### config.mk
export PLATFORM = sky130hd
export DESIGN_NAME = rx_descriptor_ring_scanner
export DESIGN_NICKNAME = d
export VERILOG_FILES = /design/src/rdrs_pkg.sv /design/src/rx_descriptor_ring_scanner.sv /design/src/rdrs_ram.sv /design/src/rdrs_ring.sv
export SDC_FILE = /design/constraint.sdc
export NUM_CORES = 1
export LEC_CHECK = 0
export BUFFER_PORTS_ARGS = -buffer_cell sky130_fd_sc_hd__buf_2
export CAP_MARGIN = 5
export CORE_ASPECT_RATIO = 1.2
export CORE_MARGIN = 2
export CORE_UTILIZATION = 35
export CTS_CLUSTER_DIAMETER = 40
export DETAILED_ROUTE_END_ITERATION = 8
export PLACE_DENSITY = 0.54
export SKIP_CTS_REPAIR_TIMING = 1
export SYNTH_ARGS = -nofsm -noshare
export SYNTH_HDL_FRONTEND = slang
export SYNTH_SLANG_ARGS = --single-unit
### constraint.sdc
create_clock -name clk -period 9.03 [get_ports clk]
set_clock_uncertainty 0.05 [all_clocks]
set_input_delay 2.2575 -clock clk [delete_from_list [all_inputs] [get_ports clk]]
set_output_delay 2.2575 -clock clk [all_outputs]
set_load 0.05 [all_outputs]
### src/rdrs_pkg.sv
// Shared constants, types and helpers of the receive descriptor ring scanner.
// No dependencies; the scanner and the ring store refer to it by scoped names.
package rdrs_pkg;

	localparam int RING_SLOTS  = 16;
	localparam int IDX_BITS    = $clog2(RING_SLOTS);
	localparam int LENGTH_BITS = 11;
	localparam int BUDGET_BITS = $clog2(RING_SLOTS + 1);
	// start mark, end mark and length as held in the marks memory
	localparam int MARKS_BITS  = 2 + LENGTH_BITS;

	typedef logic [IDX_BITS-1:0]    idx_t;
	typedef logic [LENGTH_BITS-1:0] len_t;
	typedef logic [BUDGET_BITS-1:0] budget_t;

	localparam logic [1:0] CMD_FILL    = 2'd0;
	localparam logic [1:0] CMD_GET     = 2'd1;
	localparam logic [1:0] CMD_RELEASE = 2'd2;
	localparam logic [1:0] CMD_NOP     = 2'd3;

	// One descriptor as read back from the ring
	typedef struct packed {
		logic owned;
		logic sof;
		logic eof;
		len_t len;
	} desc_t;

	// Access request from the sequencer to the ring store
	typedef struct packed {
		idx_t rd_addr;
		logic own_we;
		logic fill_we;
		idx_t wr_addr;
		logic wr_owned;
		logic wr_sof;
		logic wr_eof;
		len_t wr_len;
	} ring_req_t;

	function automatic idx_t next_idx(idx_t i);
		return (i == idx_t'(RING_SLOTS - 1)) ? '0 : idx_t'(i + 1'b1);
	endfunction

endpackage

### src/rx_descriptor_ring_scanner.sv
// Receive descriptor ring scanner: command sequencer over the ring store (rdrs_ring).
// Fill and no-op give their result in the cycle after acceptance. Release frees the
// slots from the given one through its end mark, at most 16, and sets the read pointer
// past them. Get walks the ring from the read pointer, one slot at a time through the
// single ring read port, dropping partial frames on the way. One command at a time.
// Reset clears valid bits and read pointer at once; the block is ready straight away.
module rx_descriptor_ring_scanner (
	input  logic                 clk,
	input  logic                 arst_n,
	input  logic                 start,
	output logic                 busy,
	input  logic [1:0]           command,
	input  rdrs_pkg::idx_t       slot,
	input  logic                 frame_start,
	input  logic                 frame_end,
	input  rdrs_pkg::len_t       length,
	output logic                 done,
	output logic                 status,
	output rdrs_pkg::idx_t       first_slot,
	output rdrs_pkg::len_t       frame_length,
	output rdrs_pkg::idx_t       next_slot
);

	localparam logic [1:0] ST_IDLE = 2'd0;
	localparam logic [1:0] ST_SCAN = 2'd1;
	localparam logic [1:0] ST_DROP = 2'd2;
	localparam logic [1:0] ST_REL  = 2'd3;

	logic [1:0]          state_q, state_d;
	rdrs_pkg::idx_t      rp_q, rp_d;
	rdrs_pkg::idx_t      head_q, head_d;
	rdrs_pkg::budget_t   budget_q, budget_d;
	logic                build_q, build_d;
	logic                drop_build_q, drop_build_d;
	logic                done_q, done_d;
	logic                status_q, status_d;
	rdrs_pkg::idx_t      first_q, first_d;
	rdrs_pkg::len_t      flen_q, flen_d;
	rdrs_pkg::idx_t      next_q, next_d;

	rdrs_pkg::ring_req_t req;
	rdrs_pkg::desc_t     desc;
	rdrs_pkg::idx_t      rp_inc, head_inc;
	rdrs_pkg::budget_t   budget_dec;

	rdrs_ring u_ring (
		.clk    (clk),
		.arst_n (arst_n),
		.req    (req),
		.rsp    (desc)
	);

	assign rp_inc     = rdrs_pkg::next_idx(rp_q);
	assign head_inc   = rdrs_pkg::next_idx(head_q);
	assign budget_dec = budget_q - rdrs_pkg::budget_t'(1);

	always_comb begin
		req          = '0;
		req.rd_addr  = rp_q;
		state_d      = state_q;
		rp_d         = rp_q;
		head_d       = head_q;
		budget_d     = budget_q;
		build_d      = build_q;
		drop_build_d = drop_build_q;
		done_d       = 1'b0;
		status_d     = status_q;
		first_d      = first_q;
		flen_d       = flen_q;
		next_d       = next_q;

		case (state_q)
			ST_IDLE: begin
				if (start) begin
					case (command)
						rdrs_pkg::CMD_FILL: begin
							req.fill_we  = 1'b1;
							req.own_we   = 1'b1;
							req.wr_addr  = slot;
							req.wr_owned = 1'b1;
							req.wr_sof   = frame_start;
							req.wr_eof   = frame_end;
							req.wr_len   = length;
							done_d       = 1'b1;
							status_d     = 1'b0;
							first_d      = '0;
							flen_d       = '0;
							next_d       = rp_q;
						end
						rdrs_pkg::CMD_GET: begin
							// ring read of the pointer slot is issued now
							state_d  = ST_SCAN;
							budget_d = rdrs_pkg::budget_t'(rdrs_pkg::RING_SLOTS);
							build_d  = 1'b0;
						end
						rdrs_pkg::CMD_RELEASE: begin
							state_d     = ST_REL;
							head_d      = slot;
							budget_d    = rdrs_pkg::budget_t'(rdrs_pkg::RING_SLOTS);
							req.rd_addr = slot;
						end
						default: begin
							done_d   = 1'b1;
							status_d = 1'b0;
							first_d  = '0;
							flen_d   = '0;
							next_d   = rp_q;
						end
					endcase
				end
			end

			ST_SCAN: begin
				req.rd_addr = rp_inc;
				if (budget_q == '0) begin
					// scan budget spent: no complete frame
					state_d  = ST_IDLE;
					done_d   = 1'b1;
					status_d = 1'b1;
					first_d  = '0;
					flen_d   = '0;
					next_d   = rp_q;
				end else if (!build_q) begin
					if (desc.owned && desc.sof && desc.eof) begin
						state_d  = ST_IDLE;
						done_d   = 1'b1;
						status_d = 1'b0;
						first_d  = rp_q;
						flen_d   = desc.len;
						next_d   = rp_q;
					end else begin
						// free an orphan fragment, open a frame on a start mark
						if (desc.owned && !desc.sof) begin
							req.own_we   = 1'b1;
							req.wr_addr  = rp_q;
							req.wr_owned = 1'b0;
						end
						if (desc.owned && desc.sof) begin
							head_d  = rp_q;
							build_d = 1'b1;
						end
						rp_d     = rp_inc;
						budget_d = budget_dec;
					end
				end else begin
					if (!desc.owned) begin
						// hole: drop the partial frame, then skip this slot
						state_d      = ST_DROP;
						drop_build_d = 1'b0;
					end else if (desc.eof) begin
						state_d  = ST_IDLE;
						done_d   = 1'b1;
						status_d = 1'b0;
						first_d  = head_q;
						flen_d   = desc.len;
						next_d   = rp_q;
					end else if (desc.sof) begin
						// second start: drop the partial frame, restart here
						state_d      = ST_DROP;
						drop_build_d = 1'b1;
					end else begin
						rp_d     = rp_inc;
						budget_d = budget_dec;
					end
				end
			end

			ST_DROP: begin
				req.own_we   = 1'b1;
				req.wr_addr  = head_q;
				req.wr_owned = 1'b0;
				req.rd_addr  = rp_inc;
				head_d       = head_inc;
				if (head_inc == rp_q) begin
					state_d  = ST_SCAN;
					head_d   = rp_q;
					build_d  = drop_build_q;
					rp_d     = rp_inc;
					budget_d = budget_dec;
				end
			end

			ST_REL: begin
				req.own_we   = 1'b1;
				req.wr_addr  = head_q;
				req.wr_owned = 1'b0;
				req.rd_addr  = head_inc;
				head_d       = head_inc;
				budget_d     = budget_dec;
				if (desc.eof || (budget_q == rdrs_pkg::budget_t'(1))) begin
					state_d  = ST_IDLE;
					rp_d     = head_inc;
					done_d   = 1'b1;
					status_d = 1'b0;
					first_d  = '0;
					flen_d   = '0;
					next_d   = head_inc;
				end
			end

			default: begin
				state_d = ST_IDLE;
			end
		endcase
	end

	always_ff @(posedge clk or negedge arst_n) begin
		if (!arst_n) begin
			state_q      <= ST_IDLE;
			rp_q         <= '0;
			budget_q     <= '0;
			build_q      <= 1'b0;
			drop_build_q <= 1'b0;
			done_q       <= 1'b0;
		end else begin
			state_q      <= state_d;
			rp_q         <= rp_d;
			budget_q     <= budget_d;
			build_q      <= build_d;
			drop_build_q <= drop_build_d;
			done_q       <= done_d;
		end
	end

	always_ff @(posedge clk) begin
		head_q   <= head_d;
		status_q <= status_d;
		first_q  <= first_d;
		flen_q   <= flen_d;
		next_q   <= next_d;
	end

	assign busy         = (state_q != ST_IDLE);
	assign done         = done_q;
	assign status       = status_q;
	assign first_slot   = first_q;
	assign frame_length = flen_q;
	assign next_slot    = next_q;

	// An accepted request either answers at once or keeps the block busy
	a_accept_progress: assert property (@(posedge clk) disable iff (!arst_n)
		(start && !busy) |=> (done || busy))
		else $error("accepted request neither answered nor in progress");

	// Leaving a walk always delivers a result
	a_finish_done: assert property (@(posedge clk) disable iff (!arst_n)
		$fell(busy) |-> done)
		else $error("walk finished without a result");

	// A drop never reaches the scan position
	a_drop_range: assert property (@(posedge clk) disable iff (!arst_n)
		(state_q == ST_DROP) |-> (head_q != rp_q))
		else $error("drop pointer met the read pointer");

	// A release walk never runs past one ring's worth of slots
	a_rel_budget: assert property (@(posedge clk) disable iff (!arst_n)
		(state_q == ST_REL) |-> (budget_q != '0))
		else $error("release walked beyond the ring");

endmodule

### src/rdrs_ram.sv
// Generic single-write, single-read synchronous RAM with registered read data.
// A read of the entry being written in the same cycle returns the new data.
// No dependencies.
module rdrs_ram #(
	parameter int WIDTH = 8,
	parameter int DEPTH = 16
) (
	input  logic                         clk,
	input  logic                         we,
	input  logic [$clog2(DEPTH)-1:0]     waddr,
	input  logic [WIDTH-1:0]             wdata,
	input  logic [$clog2(DEPTH)-1:0]     raddr,
	output logic [WIDTH-1:0]             rdata
);

	logic [WIDTH-1:0] mem_q [DEPTH];
	logic [WIDTH-1:0] rdata_q;

	always_ff @(posedge clk) begin
		if (we) begin
			mem_q[waddr] <= wdata;
		end
		// forward a same-cycle write to the read port
		if (we && (waddr == raddr)) begin
			rdata_q <= wdata;
		end else begin
			rdata_q <= mem_q[raddr];
		end
	end

	assign rdata = rdata_q;

endmodule

### src/rdrs_ring.sv
// Descriptor ring store: owned-flag memory, marks/length memory and fill valid bits.
// Depends on rdrs_pkg and rdrs_ram.
module rdrs_ring (
	input  logic                  clk,
	input  logic                  arst_n,
	input  rdrs_pkg::ring_req_t   req,
	output rdrs_pkg::desc_t       rsp
);

	logic [rdrs_pkg::RING_SLOTS-1:0] filled_q;
	logic                            rd_valid_q;
	logic                            own_rd;
	logic [rdrs_pkg::MARKS_BITS-1:0] marks_rd;

	rdrs_ram #(
		.WIDTH (1),
		.DEPTH (rdrs_pkg::RING_SLOTS)
	) u_own_ram (
		.clk   (clk),
		.we    (req.own_we),
		.waddr (req.wr_addr),
		.wdata (req.wr_owned),
		.raddr (req.rd_addr),
		.rdata (own_rd)
	);

	rdrs_ram #(
		.WIDTH (rdrs_pkg::MARKS_BITS),
		.DEPTH (rdrs_pkg::RING_SLOTS)
	) u_marks_ram (
		.clk   (clk),
		.we    (req.fill_we),
		.waddr (req.wr_addr),
		.wdata ({req.wr_sof, req.wr_eof, req.wr_len}),
		.raddr (req.rd_addr),
		.rdata (marks_rd)
	);

	// An entry never filled since reset reads as all clear
	always_ff @(posedge clk or negedge arst_n) begin
		if (!arst_n) begin
			filled_q   <= '0;
			rd_valid_q <= 1'b0;
		end else begin
			if (req.fill_we) begin
				filled_q[req.wr_addr] <= 1'b1;
			end
			rd_valid_q <= filled_q[req.rd_addr] |
				(req.fill_we && (req.wr_addr == req.rd_addr));
		end
	end

	always_comb begin
		rsp = rd_valid_q ? rdrs_pkg::desc_t'({own_rd, marks_rd}) : '0;
	end

endmodule
==> summary.txt, run 1 <==
Final layout
  – Number of antenna repair diodes: 0
  – Fraction of final layout cells with drive strength greater than 1: 26.1%
  – Final instance area: 0.0143 mm2
  – Total of fill cells in the finished design: 3120
  – NumNets Final: 838
  – Area of combinational cells with multiple inputs: 0.00376 mm2
  – Register area: 0.00831 mm2
  – Post-synthesis to final-layout area growth: 16.3%

Timing
  – Final hold slack: 0.408 ns
  – Number of max-slew violations in the final report: 0
  – Minimum period implied by the final worst setup slack: 5.02 ns
  – Total setup violations reported at the end of the flow: 0
  – Count of final hold-check violations: 0
  – Ratio of final minimum period to clock period: 55.5%
  – Achievable frequency: 199 MHz
  – Total negative setup slack: 0 ns
  – Worst-case headroom to the max-slew limit: 22.4%
  – RSZ-0062 raised after global routing: no
  – Actual slew at the worst max-slew pin: 1.16 ns

Global route
  – Initial antenna violation count: 0
  – Wire length of the first global-routing pass: 44.4 mm
  – GRT busiest layer: met2
  – Fraction of met1 tracks used by global routing: 20.4%
  – GRT overflow: 0
  – Number of global-route vias before repair: 7031
  – Global-route total usage across every layer: 16.4%
  – Met2 routing resource usage after global routing: 29.6%
  – Met3 Usage GRT: 2.39%
  – Largest net degree at the start of global routing: 40

Worst setup path
  – Register-to-Register Setup Slack: 4.01 ns
  – Largest fanout on the critical path: 33
  – Category of the critical setup timing path: flip-flop to flip-flop
  – Number of cells on the worst reg-to-reg path: 8
  – Data required time of the worst path: 9.10 ns
  – Startpoint kind of the worst setup timing path: flip-flop
  – End of the worst register-to-register path: u_ring.u_marks_ram.mem_q[12][9]
  – Critical Path AT: 5.09 ns
  – Critical Path End Type: flip-flop

Detailed routing
  – Routed length per placed instance: 23.0 um
  – First-pass DRT Iterations: 5
  – Number of vias per cell after detailed routing: 5.25
  – Number of violations reported at the end of detailed-routing iteration 0: 713
  – Number of nets with antenna violations after detailed routing: 0
  – Number of design rule violations left after detail routing: 0
  – Number of vias in the routed layout: 6802
  – Routed wire length: 29.8 mm

Die
  – Die Y-Extent: 209 um
  – Full die area: 0.0366 mm2
  – Top-level port count: 44
  – CORE AREA: 0.0348 mm2
  – Width of the chip: 175 um
  – Number of placement rows: 75
  – Initial cell density of the core: 35.3%

Logic synthesis
  – Dominant register cell in the synthesized netlist: edfxtp_1
  – Synth unique cells: 72
  – Flip-flop and latch count after synthesis: 283
  – Number of enable-type register cells in the synthesized netlist: 248
  – Post-synth top area cell: edfxtp_1
  – Synthesized area per cell: 16.5 um2
  – Area share of the largest cell type after synthesis: 60.6%
  – Fraction of registers with async set/reset: 11.0%
  – Largest cells by area after synthesis: edfxtp_1 61%, mux4_2 11%, dfrtp_1 6.3%
  – Proportion of synthesized chip area in sequential cells: 67.5%
  – Number of standard cells after synthesis: 744
  – Total standard cell area after synthesis: 0.0123 mm2
  – Syn_nets: 777
  – Synth warn: 0

Clock tree
  – Inserted Clock Buffers: 37
  – Clock tree from TritonCTS: built
  – Maximum count of clock buffers along a single path: 3
  – Maximum level of the CTS H-tree: 2
  – Worst skew pair latency: 0.51 ns
  – Root buf cell: clkbuf_16
  – Clock-pin transition on the worst setup and hold timing paths: 0.06 ns
  – Number of sinks driven by the clock tree: 283

Placed design
  – IO Port Bufs: 43
  – Total placed instance area: 0.0131 mm2
  – GPL Wtd Cong: 0.832
  – Final HPWL from detailed placement: 19.8 mm

Min path
  – Hold WC Path Type: flip-flop to flip-flop
  – Hold Startpoint: u_ring.filled_q[7]
  – Worst-case hold path end point: u_ring.filled_q[7]
  – Hold path cells: 1

Power and ir drop
  – Power consumption: 0.00495 W
  – Static Leakage: 4.98 nW
  – Total power divided by cell area: 346 mW/mm2
  – Worst vdd ir: 0.196 mV

Flow run
  – Number of violations of the max-capacitance limit: 0

Outcome
  – Run status: finished clean
## layout by cell type (no fill, tap or decap), types with 7 or more instances in the layout
master,Yosys,routed
nand2b_1,7,7
a22oi_1,7,7
and2_1,16,16
nand3_1,13,13
nor2_1,45,44
buf_2,10,43
clkbuf_16,0,37
o21bai_1,9,9
mux4_1,7,7
ha_1,11,11
nand2_1,25,25
edfxtp_1,248,248
a31oi_1,12,12
nor3_2,0,8
inv_1,25,25
mux4_2,59,59
dfrtp_1,31,31
a21o_1,11,11
inv_6,0,9
mux2i_1,19,19
nor2b_1,13,13
nor3_1,18,10
a21oi_1,17,17
buf_4,0,21
o21ai_0,13,13
## cell usage after synthesis, drive strengths merged (2+ instances only)
| library cell | number |
|---|---|
| o2111ai | 2 |
| nor2b | 13 |
| or2 | 9 |
| a22o | 2 |
| a221oi | 5 |
| and2 | 16 |
| nand2b | 7 |
| mux2 | 5 |
| ha | 11 |
| a221o | 2 |
| nor3 | 19 |
| mux2i | 19 |
| a31oi | 12 |
| dfrtp | 31 |
| nand4 | 3 |
| o211ai | 5 |
| inv | 25 |
| o21bai | 9 |
| a22oi | 8 |
| nand2 | 25 |
| o21ai | 16 |
| xnor2 | 4 |
| o221ai | 2 |
| edfxtp | 248 |
| mux4 | 66 |
| and4 | 2 |
| nor2 | 46 |
| o41ai | 2 |
| a311oi | 2 |
| and3 | 5 |
| a21o | 11 |
| a21boi | 2 |
| clkbuf | 28 |
| o2bb2ai | 3 |
| xor2 | 4 |
| a211oi | 3 |
| buf | 14 |
| nand3 | 14 |
| nor4 | 3 |
| or3 | 3 |
| dfxtp | 4 |
| a21oi | 18 |
## critical path: stages, from the launching register on
cell     delay [ns]
dfxtp_4        0.68
buf_4          0.62
mux4_1         0.74
nand3_1        0.14
nand4_1        0.26
nor4_4         0.48
a21oi_1        0.23
or2_1          0.41
nor3_2         0.96
## where the power goes
group | switching, W | leakage (nW) | total (W) | internal (W)
Sequential | 0.000170 | 2.71 | 0.00177 | 0.00160
Clock | 0.000569 | 0.577 | 0.00139 | 0.000826
Combinational | 0.00109 | 1.69 | 0.00179 | 0.000699
## state kept, by name (all words and copies together), names as in the netlist, 2 cells and up, named ones only
signal / flops
rp_q: 4
head_q: 4
u_ring.filled_q: 16
first_slot: 4
state_q: 2
next_slot: 4
budget_q: 5
u_ring.u_marks_ram.mem_q: 208
frame_length: 11
u_ring.u_own_ram.mem_q: 16
## worst max-delay path by stage
stage               startpoint  slack, ns                              end
floorplan                start       4.11   u_ring.u_marks_ram.mem_q[3][0]
global placement    command[0]       3.73   u_ring.u_marks_ram.mem_q[1][5]
detailed placement  command[0]       3.60   u_ring.u_marks_ram.mem_q[1][5]
CTS                  flip-flop       3.89  u_ring.u_marks_ram.mem_q[12][9]
global route         flip-flop       3.56  u_ring.u_marks_ram.mem_q[4][11]
finish               flip-flop       4.01  u_ring.u_marks_ram.mem_q[12][9]
## routing by layer
metal,vias to the layer above,routed length [um],part of all wire (%)
li1,3081,-,-
met1,3463,12200,41
met2,203,15500,52
met3,55,1310,4.4
met4,0,792,2.7
met5,-,0,0
## cells by family (layout without fill, tap and decap cells)
group	count (synthesis)	in the layout	share of synthesized area, %
fa+ha+maj	11	11	1.12
buf+inv	67	156	2.21
compound gates	116	116	6.93
mux	90	90	14.3
xor+xnor	8	8	0.570
simple gates	169	169	7.29
flops	283	283	67.5
## final cells by class
class	count	area share, %
multi-input combinational	394	26.3
clock inverter	27	1.71
tap	462	4.04
sequential	283	58.1
timing repair buffer	64	2.61
inverter	25	0.656
clock buffer	40	6.56
## metrics by stage
step | std cells | worst slack (ns) | util [%]
floorplan | 744 | 4.11 | -
global placement | 1228 | 3.73 | 37.7
detailed placement | 1228 | 3.60 | 37.7
CTS | 1295 | 3.89 | 41.1
global route | 1295 | 3.56 | 41.1
finish | 1295 | 4.01 | 41.1
No activity file was read; power rests on OpenSTA's default activity.
==> inputs of run 2 (changes only) <==
- PLACE_DENSITY: 0.54 -> 0.56
- clock period: 9.03 -> 4.39 ns (I/O delays scaled with it)
==> summary.txt, run 2 (synthesized netlist as in run 1, its figures left out) <==
Clock tree
  – Root buf cell: clkbuf_16
  – Clock tree from TritonCTS: built
  – Maximum level of the CTS H-tree: 2 (unchanged)
  – Clock-pin transition on the worst setup and hold timing paths: 0.05 ns (about the same)
  – Maximum count of clock buffers along a single path: 3 (unchanged)
  – Worst skew pair latency: 0.54 ns (+0.03 ns)
  – Number of sinks driven by the clock tree: 283 (unchanged)
  – Inserted Clock Buffers: 44 (+19%)

Detailed routing
  – Number of nets with antenna violations after detailed routing: 0 (unchanged)
  – Number of design rule violations left after detail routing: 0 (unchanged)
  – Number of violations reported at the end of detailed-routing iteration 0: 669 (-6.2%)
  – First-pass DRT Iterations: 5 (unchanged)
  – Number of vias in the routed layout: 6973 (+2.5%)
  – Number of vias per cell after detailed routing: 5.27 (+0.34%)
  – Routed length per placed instance: 21.9 um (-4.9%)
  – Routed wire length: 29.0 mm (-2.8%)

Min path
  – Hold WC Path Type: flip-flop to flip-flop

Timing
  – Total negative setup slack: 0 ns (unchanged)
  – Number of max-slew violations in the final report: 0 (unchanged)
  – Total setup violations reported at the end of the flow: 0 (unchanged)
  – Minimum period implied by the final worst setup slack: 3.64 ns (-1.37 ns)
  – RSZ-0062 raised after global routing: no
  – Final hold slack: 0.407 ns (-0.000803 ns)
  – Actual slew at the worst max-slew pin: 0.895 ns (-0.262 ns)
  – Worst-case headroom to the max-slew limit: 40.3% (+18 points)
  – Count of final hold-check violations: 0 (unchanged)
  – Achievable frequency: 275 MHz (+38%)
  – Ratio of final minimum period to clock period: 82.9% (+27 points)

Outcome
  – Run status: finished clean

Global route
  – GRT overflow: 0 (unchanged)
  – Largest net degree at the start of global routing: 36 (-10%)
  – Initial antenna violation count: 0 (unchanged)
  – Number of global-route vias before repair: 7244 (+3.0%)
  – Global-route total usage across every layer: 16.1% (-0.27 points)
  – Wire length of the first global-routing pass: 44.6 mm (+0.44%)

Die
  – Width of the chip: 175 um (unchanged)
  – Number of placement rows: 75 (unchanged)
  – Initial cell density of the core: 35.3% (unchanged)
  – CORE AREA: 0.0348 mm2 (unchanged)
  – Full die area: 0.0366 mm2 (unchanged)
  – Die Y-Extent: 209 um (unchanged)
  – Top-level port count: 44 (unchanged)

Worst setup path
  – Number of cells on the worst reg-to-reg path: 10 (+2)
  – Register-to-Register Setup Slack: 0.75 ns (-3.27 ns)
  – Critical Path AT: 3.82 ns (-1.27 ns)
  – Category of the critical setup timing path: flip-flop to flip-flop
  – Critical Path Start: state_q[1]
  – Data required time of the worst path: 4.57 ns (-4.53 ns)
  – Startpoint kind of the worst setup timing path: flip-flop
  – Startpoint of the most critical register-to-register path: state_q[1]
  – Largest fanout on the critical path: 17 (-48%)
  – End of the worst register-to-register path: u_ring.u_marks_ram.mem_q[2][0]
  – Critical Path End Type: flip-flop
  – CP Capture Point: u_ring.u_marks_ram.mem_q[2][0]

Placed design
  – Final HPWL from detailed placement: 18.7 mm (-5.8%)
  – IO Port Bufs: 43 (unchanged)
  – GPL Wtd Cong: 0.830 (-0.22%)

Final layout
  – Register with the most flip-flops: u_ring.u_marks_ram.mem_q
  – Leading registers by flop count: u_ring.u_marks_ram.mem_q (208), u_ring.filled_q (16), u_ring.u_own_ram.mem_q (16)
  – Top library cells by usage in the layout, fill and taps aside: 248 x edfxtp_1, 59 x mux4_2, 44 x clkbuf_16
  – Number of antenna repair diodes: 0 (unchanged)
  – Flip-flop count of the largest register after layout: 208 (unchanged)
  – Post-synthesis to final-layout area growth: 20.3%
  – Fraction of final layout cells with drive strength greater than 1: 28.3% (+2.3 points)
  – Total of fill cells in the finished design: 3077 (-1.4%)
  – NumNets Final: 860 (+2.6%)
  – Most frequent standard cell in the layout excluding fill and tap cells: edfxtp_1

Flow run
  – Number of violations of the max-capacitance limit: 0 (unchanged)

Power and ir drop
  – Power consumption: 0.0108 W (+120%)
  – Static Leakage: 5.22 nW (+4.8%)
  – Worst vdd ir: 0.282 mV (+44%)
  – Total power divided by cell area: 733 mW/mm2 (+110%)
[run 2: cell count changes in the layout (fill, tap and decap cells not counted), moves of 2 or more]
cell and delta:
bufinv_16 +4, clkinvlp_4 +3, clkbuf_16 +7, clkinv_2 -4
inv_8 +4, clkinv_1 +4, clkinv_4 -3, inv_6 -3
nor2_1 -2, nor2_2 +2, buf_4 +14
[run 2: worst min path at each step]
stage | endpoint | startpoint | cells after the start | slack, ns
finish | u_ring.filled_q[8] | u_ring.filled_q[8] | 1 | 0.41
detailed placement | u_ring.filled_q[4] | u_ring.filled_q[4] | 1 | 0.40
global placement | u_ring.filled_q[1] | u_ring.filled_q[1] | 1 | 0.40
CTS | u_ring.filled_q[8] | u_ring.filled_q[8] | 1 | 0.41
global route | u_ring.filled_q[8] | u_ring.filled_q[8] | 1 | 0.43
floorplan | u_ring.filled_q[12] | u_ring.filled_q[12] | 1 | 0.38
[run 2: final cells by class]
cell class                 count  area [um2]  area share [%]
inverter                      25        93.8           0.635
clock inverter                34         434            2.94
clock buffer                  46        1110            7.50
tap                          462         578            3.91
timing repair buffer          79         498            3.37
sequential                   283        8310            56.2
multi-input combinational    394        3770            25.5
[run 2: where the power goes]
group          internal [W]  switching (W)
Sequential          0.00329       0.000369
Clock               0.00224        0.00133
Combinational       0.00147        0.00214
[run 2: per-stage QoR]
step	util, %	setup slack [ns]	std cells	instance area [um2]
floorplan	-	0.634	744	12300
global placement	38.0	0.714	1243	13200
detailed placement	38.0	0.703	1243	13200
CTS	42.5	0.706	1323	14800
global route	42.5	0.492	1323	14800
finish	42.5	0.749	1323	14800
[run 2: worst max-delay path, cell delays in order, from the launching register on]
cell and delay [ns]:
dfrtp_1 0.40, inv_1 0.11, ha_1 0.56, nand2_1 0.13, or2_2 0.48, nor2_1 0.19, nand4_1 0.17, o21ai_1 0.26
nand3_1 0.35, nor2_1 0.39, buf_4 0.25
[run 2: per-layer routing]
layer | vias up | wire, um | track usage, %
li1 | 3148 | - | -
met1 | 3584 | 12600 | 21.6
met2 | 193 | 14600 | 27.2
met3 | 48 | 1200 | 2.84
met4 | 0 | 682 | 4.40
met5 | - | 0 | 0
==> inputs of run 3 (changes only) <==
- PLACE_DENSITY: 0.56 -> 0.54
- clock period: 4.39 -> 3.4 ns (I/O delays scaled with it)
==> summary.txt, run 3 (synthesized netlist as in run 1, its figures left out) <==
Worst setup path
  – Data required time of the worst path: 3.58 ns (-0.99 ns)
  – Critical Path End Type: flip-flop
  – Category of the critical setup timing path: flip-flop to flip-flop
  – Startpoint kind of the worst setup timing path: flip-flop
  – Critical Path AT: 3.42 ns (-0.40 ns)
  – Register-to-Register Setup Slack: 0.16 ns (-0.58 ns)
  – Largest fanout on the critical path: 15 (-2)

Timing
  – Number of max-slew violations in the final report: 0 (unchanged)
  – Actual slew at the worst max-slew pin: 0.790 ns (-0.105 ns)
  – Achievable frequency: 309 MHz (+13%)
  – Worst-case headroom to the max-slew limit: 47.0% (+6.7 points)
  – Total setup violations reported at the end of the flow: 0 (unchanged)
  – RSZ-0062 raised after global routing: no
  – Count of final hold-check violations: 0 (unchanged)
  – Minimum period implied by the final worst setup slack: 3.24 ns (-0.406 ns)
  – Worst setup slack after layout: 0.165 ns (-0.584 ns)
  – Ratio of final minimum period to clock period: 95.2% (+12 points)

Flow run
  – Number of violations of the max-capacitance limit: 0 (unchanged)

Clock tree
  – Clock-pin transition on the worst setup and hold timing paths: 0.05 ns (about the same)
  – Inserted Clock Buffers: 40 (-9.1%)
  – Maximum level of the CTS H-tree: 2 (unchanged)
  – Number of sinks driven by the clock tree: 283 (unchanged)
  – Root buf cell: clkbuf_16
  – Clock tree from TritonCTS: built
  – Worst skew pair latency: 0.52 ns (-0.02 ns)
  – Maximum count of clock buffers along a single path: 3 (unchanged)

Detailed routing
  – Number of nets with antenna violations after detailed routing: 0 (unchanged)
  – Routed length per placed instance: 21.9 um (about the same)
  – First-pass DRT Iterations: 5 (unchanged)
  – Number of design rule violations left after detail routing: 0 (unchanged)
  – Routed wire length: 29.6 mm (+2.0%)
  – Number of vias per cell after detailed routing: 5.21 (-1.1%)
  – Number of violations reported at the end of detailed-routing iteration 0: 572 (-14%)
  – Number of vias in the routed layout: 7034 (+0.87%)

Global route
  – Initial antenna violation count: 0 (unchanged)
  – GRT overflow: 0 (unchanged)
  – Wire length of the first global-routing pass: 44.8 mm (+0.59%)
  – Number of global-route vias before repair: 7310 (+0.91%)
  – Global-route total usage across every layer: 16.3% (+0.16 points)
  – Largest net degree at the start of global routing: 40 (+11%)

Die
  – Full die area: 0.0366 mm2 (unchanged)
  – Width of the chip: 175 um (unchanged)
  – Die Y-Extent: 209 um (unchanged)
  – Initial cell density of the core: 35.3% (unchanged)
  – CORE AREA: 0.0348 mm2 (unchanged)
  – Top-level port count: 44 (unchanged)
  – Number of placement rows: 75 (unchanged)

Final layout
  – NumNets Final: 889 (+3.4%)
  – Number of antenna repair diodes: 0 (unchanged)
  – Fraction of final layout cells with drive strength greater than 1: 30.2% (+1.9 points)
  – Most frequent standard cell in the layout excluding fill and tap cells: edfxtp_1
  – Final core area utilization: 42.6% (+0.11 points)
  – Leading registers by flop count: u_ring.u_marks_ram.mem_q (208), u_ring.filled_q (16), u_ring.u_own_ram.mem_q (16)
  – Top library cells by usage in the layout, fill and taps aside: 248 x edfxtp_1, 65 x buf_4, 59 x mux4_2
  – Flip-flop count of the largest register after layout: 208 (unchanged)
  – Post-synthesis to final-layout area growth: 20.6%
  – Register with the most flip-flops: u_ring.u_marks_ram.mem_q

Placed design
  – Worst setup slack before clock tree synthesis: 0.148 ns (-0.555 ns)
  – IO Port Bufs: 43 (unchanged)
  – GPL Wtd Cong: 0.838 (+0.95%)
  – Final HPWL from detailed placement: 19.7 mm (+5.4%)

Outcome
  – Run status: finished clean

Min path
  – Hold WC Path Type: primary input to async pin

Power and ir drop
  – Total power divided by cell area: 922 mW/mm2 (+26%)
  – Worst vdd ir: 0.468 mV (+66%)
  – Static Leakage: 5.27 nW (+1.1%)
-- run 3: cell types whose count changed in the layout (fill, tap and decap cells not counted), sizes merged --
cell / delta
clkinv: -1
inv: -4
buf: +33
bufinv: -3
clkbuf: +1
-- run 3: final timing paths --
path	to	from	cells past startpoint
worst max-delay path	u_ring.u_marks_ram.mem_q[8][0]	flip-flop	9
worst min-delay path	rp_q[2]	arst_n	1
worst max register to register	u_ring.u_marks_ram.mem_q[8][0]	flip-flop	9
worst min register to register	u_ring.filled_q[4]	u_ring.filled_q[4]	1
max in group asynchronous	u_ring.filled_q[13]	arst_n	1
min in group clk	u_ring.filled_q[4]	u_ring.filled_q[4]	1
-- run 3: area by class of cell --
| class | count | area [um2] |
|---|---|---|
| Fill cell | 3145 | 20000 |
| Sequential cell | 283 | 8310 |
| Multi-Input combinational cell | 394 | 3760 |
| Clock buffer | 47 | 1040 |
| Timing Repair Buffer | 112 | 783 |
| Tap cell | 462 | 578 |
| Clock inverter | 26 | 265 |
| Inverter | 25 | 93.8 |
-- run 3: critical path, stage by stage (launching register included) --
cell and delay, ns:
dfxtp_4 0.50, mux4_1 0.60, mux2_2 0.29, a32oi_2 0.28
nor4_4 0.12, a21oi_1 0.25, buf_4 0.17, nand2_1 0.15
nor3_2 0.30, buf_4 0.23
-- run 3: metrics by stage --
stage               hold WS [ns]  instance area [um2]  instances  total power, W  TNS (ns)
floorplan                  0.377                12300        744         0.00823     -6.47
global placement           0.400                13500       1276         0.00979         0
detailed placement         0.396                13500       1276         0.00979         0
CTS                        0.367                14800       1349          0.0138         0
global route               0.407                14800       1349          0.0143         0
finish                     0.350                14800       1349          0.0137         0
-- run 3: report_power, final --
group          switching (W)  total, W  leakage [nW]  internal (W)
Sequential          0.000357   0.00461          2.71       0.00425
Combinational        0.00295   0.00507          1.94       0.00211
Clock                0.00155   0.00400         0.622       0.00245
Total                0.00486    0.0137          5.27       0.00881
-- run 3: metal layers --
| metal | share of wire, % | global-route usage [%] |
|---|---|---|
| met1 | 43 | 21.2 |
| met3 | 4.1 | 2.50 |
| met4 | 2.9 | 5.37 |
| met2 | 50 | 27.9 |
| met5 | 0 | 0 |
